===== src/hdl/hcbd_pkg.sv =====
// Shared types, character codes and error codes for the chunked body decoder.
// No dependencies; imported by hcbd_core and http_chunked_body_decoder.
`default_nettype none

package hcbd_pkg;

  localparam int BUDGET_W = 32;

  localparam logic [7:0] CH_CR   = 8'h0D;
  localparam logic [7:0] CH_LF   = 8'h0A;
  localparam logic [7:0] CH_ZERO = 8'h30;

  localparam logic [1:0] ERR_NONE  = 2'd0;
  localparam logic [1:0] ERR_BAD   = 2'd1;
  localparam logic [1:0] ERR_LARGE = 2'd2;

  typedef struct packed {
    logic [7:0] data_byte;
    logic       start_of_body;
    logic       end_of_buffer;
  } hcbd_item_t;

  typedef struct packed {
    logic [7:0] body_byte;
    logic       body_valid;
    logic       body_done;
    logic [1:0] error_code;
  } hcbd_result_t;

  typedef struct packed {
    logic       is_hex;
    logic [3:0] value;
  } hcbd_hex_t;

  function automatic hcbd_hex_t hex_decode(input logic [7:0] c);
    hcbd_hex_t h;
    h.is_hex = 1'b0;
    h.value  = 4'd0;
    if (c >= 8'h30 && c <= 8'h39) begin
      h.is_hex = 1'b1;
      h.value  = 4'(c - 8'h30);
    end else if (c >= 8'h61 && c <= 8'h66) begin
      h.is_hex = 1'b1;
      h.value  = 4'(c - 8'h57);
    end else if (c >= 8'h41 && c <= 8'h46) begin
      h.is_hex = 1'b1;
      h.value  = 4'(c - 8'h37);
    end
    return h;
  endfunction

endpackage

`default_nettype wire


===== src/hdl/hcbd_core.sv =====
// Decoder state and per-byte next-state logic: size line parse, chunk checks,
// data pass-through and trailer check. Depends on hcbd_pkg.
`default_nettype none

module hcbd_core
  import hcbd_pkg::*;
#(
  parameter int COUNT_WIDTH = 32
) (
  input  wire logic                clk,
  input  wire logic                rst_n,
  input  wire logic                advance,
  input  wire hcbd_item_t          item,
  input  wire logic                cfg_wr_en,
  input  wire logic [BUDGET_W-1:0] cfg_wr_data,
  output hcbd_result_t             result
);

  localparam int CMP_W = (COUNT_WIDTH > BUDGET_W) ? COUNT_WIDTH : BUDGET_W;

  typedef enum logic [2:0] {
    PH_SIZE,
    PH_SKIP,
    PH_DATA,
    PH_TCR,
    PH_TLF
  } phase_t;

  logic [BUDGET_W-1:0]    max_body_bytes_r;
  phase_t                 phase_r, phase_nxt;
  logic [COUNT_WIDTH-1:0] size_accum_r, size_accum_nxt;
  logic [1:0]             line_length_r, line_length_nxt;
  logic                   first_char_zero_r, first_char_zero_nxt;
  logic                   hex_stopped_r, hex_stopped_nxt;
  logic                   hex_overflow_r, hex_overflow_nxt;
  logic [BUDGET_W-1:0]    budget_left_r, budget_left_nxt;
  logic [COUNT_WIDTH-1:0] data_left_r, data_left_nxt;
  logic                   done_flag_r, done_flag_nxt;
  logic [1:0]             error_state_r, error_state_nxt;

  hcbd_hex_t              hex;
  logic [CMP_W-1:0]       size_ext;
  logic [CMP_W-1:0]       budget_ext;
  logic [CMP_W-1:0]       budget_diff;
  logic [COUNT_WIDTH-1:0] data_dec;
  logic                   valid;

  assign hex         = hex_decode(item.data_byte);
  assign size_ext    = CMP_W'(size_accum_r);
  assign budget_ext  = CMP_W'(budget_left_r);
  assign budget_diff = budget_ext - size_ext;
  assign data_dec    = data_left_r - COUNT_WIDTH'(1);

  always_comb begin
    phase_nxt           = phase_r;
    size_accum_nxt      = size_accum_r;
    line_length_nxt     = line_length_r;
    first_char_zero_nxt = first_char_zero_r;
    hex_stopped_nxt     = hex_stopped_r;
    hex_overflow_nxt    = hex_overflow_r;
    budget_left_nxt     = budget_left_r;
    data_left_nxt       = data_left_r;
    done_flag_nxt       = done_flag_r;
    error_state_nxt     = error_state_r;
    valid               = 1'b0;

    if (item.start_of_body) begin
      phase_nxt           = PH_SIZE;
      size_accum_nxt      = '0;
      line_length_nxt     = 2'd0;
      first_char_zero_nxt = 1'b0;
      hex_stopped_nxt     = 1'b0;
      hex_overflow_nxt    = 1'b0;
      budget_left_nxt     = max_body_bytes_r;
      data_left_nxt       = '0;
      done_flag_nxt       = 1'b0;
      error_state_nxt     = ERR_NONE;
    end

    if (!done_flag_nxt && error_state_nxt == ERR_NONE) begin
      unique case (phase_nxt)
        PH_SIZE: begin
          if (item.data_byte == CH_CR) begin
            if (line_length_nxt == 2'd1 && first_char_zero_nxt) begin
              done_flag_nxt = 1'b1;
            end else begin
              phase_nxt = PH_SKIP;
            end
          end else begin
            if (line_length_nxt == 2'd0 && item.data_byte == CH_ZERO) begin
              first_char_zero_nxt = 1'b1;
            end
            if (line_length_nxt != 2'd2) begin
              line_length_nxt = line_length_nxt + 2'd1;
            end
            if (!hex.is_hex) begin
              hex_stopped_nxt = 1'b1;
            end else if (!hex_stopped_nxt && !hex_overflow_nxt) begin
              if (size_accum_nxt[COUNT_WIDTH-1 -: 4] != 4'd0) begin
                hex_overflow_nxt = 1'b1;
              end else begin
                size_accum_nxt = {size_accum_nxt[COUNT_WIDTH-5:0], hex.value};
              end
            end
          end
        end
        PH_SKIP: begin
          if (item.end_of_buffer) begin
            error_state_nxt = ERR_BAD;
          end else if (hex_overflow_nxt) begin
            error_state_nxt = ERR_LARGE;
          end else if (size_accum_nxt == '0) begin
            error_state_nxt = ERR_BAD;
          end else if (size_ext > budget_ext) begin
            error_state_nxt = ERR_LARGE;
          end else begin
            budget_left_nxt = budget_diff[BUDGET_W-1:0];
            data_left_nxt   = size_accum_nxt;
            phase_nxt       = PH_DATA;
          end
        end
        PH_DATA: begin
          valid         = 1'b1;
          data_left_nxt = data_dec;
          if (data_dec == '0) begin
            phase_nxt = PH_TCR;
          end
        end
        PH_TCR: begin
          if (item.data_byte == CH_CR) begin
            phase_nxt = PH_TLF;
          end else begin
            error_state_nxt = ERR_BAD;
          end
        end
        PH_TLF: begin
          if (item.data_byte == CH_LF) begin
            phase_nxt           = PH_SIZE;
            size_accum_nxt      = '0;
            line_length_nxt     = 2'd0;
            first_char_zero_nxt = 1'b0;
            hex_stopped_nxt     = 1'b0;
            hex_overflow_nxt    = 1'b0;
          end else begin
            error_state_nxt = ERR_BAD;
          end
        end
        default: begin
          phase_nxt = PH_SIZE;
        end
      endcase

      if (item.end_of_buffer && !done_flag_nxt && error_state_nxt == ERR_NONE &&
          (phase_nxt != PH_SIZE || line_length_nxt != 2'd0)) begin
        error_state_nxt = ERR_BAD;
      end
    end

    if (item.end_of_buffer) begin
      budget_left_nxt = max_body_bytes_r;
    end

    result.body_byte  = valid ? item.data_byte : 8'd0;
    result.body_valid = valid;
    result.body_done  = done_flag_nxt;
    result.error_code = error_state_nxt;
  end

  always_ff @(posedge clk) begin
    if (!rst_n) begin
      max_body_bytes_r  <= BUDGET_W'(16384);
      phase_r           <= PH_SIZE;
      size_accum_r      <= '0;
      line_length_r     <= 2'd0;
      first_char_zero_r <= 1'b0;
      hex_stopped_r     <= 1'b0;
      hex_overflow_r    <= 1'b0;
      budget_left_r     <= BUDGET_W'(16384);
      data_left_r       <= '0;
      done_flag_r       <= 1'b0;
      error_state_r     <= ERR_NONE;
    end else begin
      if (cfg_wr_en) begin
        max_body_bytes_r <= cfg_wr_data;
      end
      if (advance) begin
        phase_r           <= phase_nxt;
        size_accum_r      <= size_accum_nxt;
        line_length_r     <= line_length_nxt;
        first_char_zero_r <= first_char_zero_nxt;
        hex_stopped_r     <= hex_stopped_nxt;
        hex_overflow_r    <= hex_overflow_nxt;
        budget_left_r     <= budget_left_nxt;
        data_left_r       <= data_left_nxt;
        done_flag_r       <= done_flag_nxt;
        error_state_r     <= error_state_nxt;
      end
    end
  end

  a_done_excl_error: assert property (@(posedge clk) disable iff (!rst_n)
    !(done_flag_r && error_state_r != ERR_NONE))
    else $error("done and error both set");

  a_data_nonzero: assert property (@(posedge clk) disable iff (!rst_n)
    (phase_r == PH_DATA) |-> (data_left_r != '0))
    else $error("data phase with zero bytes left");

  a_valid_only_data: assert property (@(posedge clk) disable iff (!rst_n)
    (advance && result.body_valid) |->
      (phase_r == PH_DATA && !item.start_of_body && !done_flag_r &&
       error_state_r == ERR_NONE))
    else $error("body byte passed outside data phase");

  a_line_len_sat: assert property (@(posedge clk) disable iff (!rst_n)
    (line_length_r == 2'd2 && advance && phase_r == PH_SIZE &&
     !item.start_of_body) |=> (line_length_r == 2'd2 || phase_r != PH_SIZE))
    else $error("line length left saturation inside a size line");

endmodule

`default_nettype wire


===== src/hdl/http_chunked_body_decoder.sv =====
// Top level: input transaction register, output transaction register and the
// decoder core between them. Depends on hcbd_pkg and hcbd_core.
//
//   Channel  Ports                    Contents
//   in       in_tvalid/in_tready      tdata: data_byte; tuser: start_of_body;
//                                     tlast: end_of_buffer
//   out      out_tvalid/out_tready    tdata: body_byte; tuser: body_valid,
//                                     body_done, error_code[1:0]
//   cfg      cfg_wr_en/cfg_wr_data    max_body_bytes, write only
//
// One byte per cycle sustained while out_tready is high. A byte goes from the
// input register through the combinational decode to the output register, so
// the core state loop sets the rate.
// Reset loads max_body_bytes = 16384 and clears decoding state; no clear pass.
// A stall on out_tready holds the output; one more transaction is held at the input.
`default_nettype none

module http_chunked_body_decoder
  import hcbd_pkg::*;
#(
  parameter int COUNT_WIDTH = 32
) (
  input  wire logic                clk,
  input  wire logic                rst_n,
  input  wire logic                in_tvalid,
  output logic                     in_tready,
  input  wire logic [7:0]          in_tdata,    // [7:0] data_byte
  input  wire logic                in_tuser,    // [0] start_of_body
  input  wire logic                in_tlast,    // end_of_buffer
  output logic                     out_tvalid,
  input  wire logic                out_tready,
  output logic [7:0]               out_tdata,   // [7:0] body_byte
  output logic [3:0]               out_tuser,   // [0] body_valid, [1] body_done,
                                                // [3:2] error_code
  input  wire logic                cfg_wr_en,
  input  wire logic [BUDGET_W-1:0] cfg_wr_data
);

  logic         s1_valid_r;
  hcbd_item_t   s1_item_r;
  logic         out_valid_r;
  hcbd_result_t out_res_r;
  hcbd_result_t core_res;
  logic         advance;
  logic         in_accept;

  assign advance   = s1_valid_r && (!out_valid_r || out_tready);
  assign in_tready = !s1_valid_r || advance;
  assign in_accept = in_tvalid && in_tready;

  hcbd_core #(
    .COUNT_WIDTH(COUNT_WIDTH)
  ) u_core (
    .clk        (clk),
    .rst_n      (rst_n),
    .advance    (advance),
    .item       (s1_item_r),
    .cfg_wr_en  (cfg_wr_en),
    .cfg_wr_data(cfg_wr_data),
    .result     (core_res)
  );

  always_ff @(posedge clk) begin
    if (!rst_n) begin
      s1_valid_r  <= 1'b0;
      out_valid_r <= 1'b0;
    end else begin
      if (in_accept) begin
        s1_valid_r <= 1'b1;
      end else if (advance) begin
        s1_valid_r <= 1'b0;
      end
      if (advance) begin
        out_valid_r <= 1'b1;
      end else if (out_tready) begin
        out_valid_r <= 1'b0;
      end
    end
  end

  always_ff @(posedge clk) begin
    if (in_accept) begin
      s1_item_r.data_byte     <= in_tdata;
      s1_item_r.start_of_body <= in_tuser;
      s1_item_r.end_of_buffer <= in_tlast;
    end
    if (advance) begin
      out_res_r <= core_res;
    end
  end

  assign out_tvalid = out_valid_r;
  assign out_tdata  = out_res_r.body_byte;
  assign out_tuser  = {out_res_r.error_code, out_res_r.body_done, out_res_r.body_valid};

endmodule

`default_nettype wire


===== config.mk =====
export PLATFORM = sky130hd
export DESIGN_NAME = http_chunked_body_decoder
export DESIGN_NICKNAME = d
export VERILOG_FILES = /design/src/hdl/hcbd_pkg.sv /design/src/hdl/hcbd_core.sv /design/src/hdl/http_chunked_body_decoder.sv
export SDC_FILE = /design/constraint.sdc
export NUM_CORES = 1
export LEC_CHECK = 0
export ABC_AREA = 1
export BUFFER_PORTS_ARGS = -buffer_cell sky130_fd_sc_hd__buf_2
export CORE_MARGIN = 2
export CORE_UTILIZATION = 45
export DETAILED_ROUTE_END_ITERATION = 6
export PLACE_DENSITY = 0.68
export SLEW_MARGIN = 10
export SYNTH_ARGS = -nofsm -noshare
export SYNTH_HDL_FRONTEND = slang
export SYNTH_SLANG_ARGS = --single-unit

===== constraint.sdc =====
create_clock -name clk -period 5 [get_ports clk]
set_clock_uncertainty 0.1 [all_clocks]
set_input_delay 0 -clock clk [delete_from_list [all_inputs] [get_ports clk]]
set_output_delay 0 -clock clk [all_outputs]
set_load 0.1 [all_outputs]

==> impl_results.md <==
* Critical Path Fanout Max at between 40 and 50
* Final hold viol count at 0
* # DRC at 0
* Syn avg cell area at about 6.4 µm²
* Setup crit start kind: flop
* Post-synth net total at between 2000 and 2500
* WS Path Type: reg -> reg
* Endpoints failing setup at 0
* Reg2Reg Depth at 8
* Htree depth at 4
* CORE AREA at around 28000 µm²
* Latest clock arrival within the worst-skew pair at 0.45 ns
* Fin nets at between 2000 and 2500
* # IOs at just over 60
* Hold-fix buffers, CTS at 57
* Pin count of the biggest net entering global routing at 75
* Gr usage total at between 20% and 30%
* Least-Margin Pin Slew at around 1.1 ns
* Crit share post-route at 71.2%
* Critical Path AT at 3.82 ns
* Worst Path Required at about 5.3 ns
* Util after Layout at ~51%
* Setup_tns at 0 ns
* Crit path from: s1_item_r[1]
* Tmin final at ~3.6 ns
* Number of vias per cell at 5.71
* CP endpoint kind: flop
* Total die area at approximately 30000 µm²
* First-pass GRT wire length at ~67 mm
* Flop-to-flop setup slack at 1.44 ns
* Synth warn at 0
* Final wirelength at 42.0 mm
* Share of the yosys chip area belonging to registers at between 20 and 30%
* Ant. Diodes at 0
* DRT iter0 DRCs at about 1300
* Vias at 13860
* Layout cells sized above 1 at between 8 and 9%
* Worst Hold Depth at 4
* Synth top area share at 22.1%
* Post-DP HPWL at between 20 and 30 mm
* Starting Density at a little under half
* Most used DFF post-synth: dfxtp_1
* Post-cts sizing count at 0
* Slew HR at between 20% and 30%
* Yosys reg bits at 163
* HP Class: in -> reg
* TritonCTS Buffers at 17
* Die height at 172 µm
* P_leak at ~0.0061 µW
* Worst-path clk slew at 0.08 ns
* VDD IR max at between 0.15 and 0.2 mV
* Power per Cell Area at around 310 nW/µm²
* Die width at between 150 and 200 µm
* Number of global-route vias before repair at 12881
* Leading post-synthesis cells by cell area: dfxtp_1 (22%), nand2_1 (12%), a21oi_1 (8.8%)
* Worst setup endpoint: u_core.size_accum_r[23]
* Placed cells at about 2300
* Post-CTS Setup Inserts at 0
* Number of flops mapped to enable cells by yosys at 22
* Cell taking the most area after synthesis: dfxtp_1
* Synthesized area at around 13000 µm²
* Unrepaired setup endpoints after global routing: false
* Num Clock Sinks at 163
* CTS root buf: clkbuf_16
* DR pass1 iterations at 6
* Hold slack final at approximately 0.024 ns
* Site row count at 61
* GPL Wtd Cong at between 0.9 and 1
* Fin. max-slew vios at 0
* Mapped Cells at around 2000
* Peak Freq at between 200 and 300 MHz
* Worst R2R Start: s1_item_r[1]
* Final std cells w/o fill at 2428
* GR Overflow Total at 0
* Max cap viols at 0
* Synth cell types at 55
* CTS Buffer Depth at 2
* Antenna violations before repair at 0
* Ys async rst share at 0%
* Routed length per instance at roughly 17 µm
* Port Buffer Count at 60
* CTS tree: built
* DRT antenna net count at 0
* Reg-to-reg endpoint: u_core.size_accum_r[23]
* Area added between synthesis and finish at 12.1%
* Status: completed
cell families (layout without fill, tap and decap cells):
logic type      after synthesis  after routing  synth area share (%)
compound gates              631            631                  29.1
simple gates                788            788                  26.1
fa+ha+maj                    41             41                  4.07
buf+inv                     335            389                  10.9
xor+xnor                     38             38                  2.61
flops                       163            163                  27.3
layer usage:
layer	up-vias	global-route usage (%)	wire length [µm]
met5	-	0	0
li1	6889	-	-
met1	6342	38.7	19100
met4	0	9.76	1160
met3	86	5.01	3170
met2	543	46.5	18600
worst max-delay path, cell delays in order, from the launching register on:
cell      delay, ns
edfxtp_1       0.58
inv_4          0.30
o21ai_0        0.20
nand3_1        0.27
nor3_1         0.22
nand2_1        0.57
nor2_2         0.77
a221oi_1       0.24
a211oi_1       0.20
worst min path at each step:
stage | start | to | slack [ns]
floorplan | in_tlast | s1_item_r[0] | -0.001
global placement | in_tdata[4] | s1_item_r[6] | 0.08
detailed placement | in_tdata[5] | s1_item_r[7] | 0.08
CTS | rst_n | u_core.budget_ext[27] | 0.002
global route | rst_n | u_core.max_body_bytes_r[23] | 0.05
finish | rst_n | u_core.max_body_bytes_r[23] | 0.02
registers in the layout, indices dropped and copies added (netlist names), 2 cells and up:
register / cells
u_core.budget_ext: 32
u_core.data_left_r: 32
u_core.max_body_bytes_r: 32
u_core.size_accum_r: 32
s1_item_r: 10
out_tdata: 8
out_tuser: 4
u_core.phase_r: 3
u_core.error_state_r: 2
u_core.line_length_r: 2
cells in the final DEF (no fill, tap or decap), types with 6 or more instances in the layout:
| master | n |
|---|---|
| inv_1 | 204 |
| buf_4 | 18 |
| dfxtp_1 | 141 |
| nand2_1 | 418 |
| nand2_2 | 6 |
| o21bai_1 | 6 |
| nor2_4 | 10 |
| nand4_1 | 19 |
| a211oi_1 | 12 |
| a21oi_1 | 224 |
| xnor2_1 | 14 |
| o21ai_1 | 20 |
| ha_1 | 40 |
| o211ai_1 | 62 |
| nor2_2 | 11 |
| nor3_1 | 22 |
| a31oi_1 | 9 |
| edfxtp_1 | 22 |
| nor2_1 | 225 |
| dlygate4sd3_1 | 57 |
| o21ai_0 | 208 |
| nand3_1 | 63 |
| inv_2 | 14 |
| xor2_1 | 24 |
| a21o_1 | 6 |
| o221ai_1 | 17 |
| a221oi_1 | 49 |
| clkbuf_16 | 17 |
| buf_2 | 60 |
metrics by stage:
stage               instance area (µm²)  power (µW)  setup WS [ns]
floorplan                         12800        2600           2.13
global placement                  13100        2920           1.62
detailed placement                13100        2940           1.53
CTS                               14300        4360           1.51
global route                      14300        4620           1.15
finish                            14300        4370           1.44
report_power, final:
| part | switching [µW] | leakage [µW] | total (µW) | internal [µW] |
|---|---|---|---|---|
| combinational | 1030 | 0.00447 | 1500 | 463 |
| clock | 675 | 0.000295 | 1400 | 721 |
| sequential | 70.5 | 0.00138 | 1480 | 1410 |
cell usage after synthesis (2+ instances only):
| cell type | number |
|---|---|
| inv_2 | 12 |
| nand4_1 | 19 |
| buf_1 | 5 |
| o22ai_1 | 3 |
| a31oi_1 | 9 |
| edfxtp_1 | 22 |
| a221oi_1 | 49 |
| a211oi_1 | 12 |
| xor2_1 | 24 |
| nand2_2 | 6 |
| o21ai_1 | 20 |
| nor2_4 | 10 |
| clkbuf_1 | 72 |
| nand2_4 | 3 |
| inv_1 | 206 |
| nand2_1 | 419 |
| o21bai_1 | 6 |
| ha_1 | 40 |
| a21oi_1 | 224 |
| xnor2_1 | 14 |
| nor3_1 | 22 |
| o211ai_1 | 62 |
| a21o_1 | 6 |
| a41oi_1 | 5 |
| buf_2 | 19 |
| nor2_1 | 225 |
| buf_6 | 7 |
| dfxtp_1 | 141 |
| buf_4 | 8 |
| o221ai_1 | 17 |
| a21boi_0 | 3 |
| nor2_2 | 11 |
| o21ai_0 | 208 |
| inv_4 | 3 |
| nand3_1 | 63 |
| nor2_8 | 2 |
cell type report:
type	count	area, µm²
clock inverters	15	184
repair buffers	135	1010
clock buffers	17	425
fillers	2849	13500
inverters	222	841
flip-flops and latches	163	3480
well taps	378	473
multi-input cells	1498	7910
(Power assumes the default switching activity.)
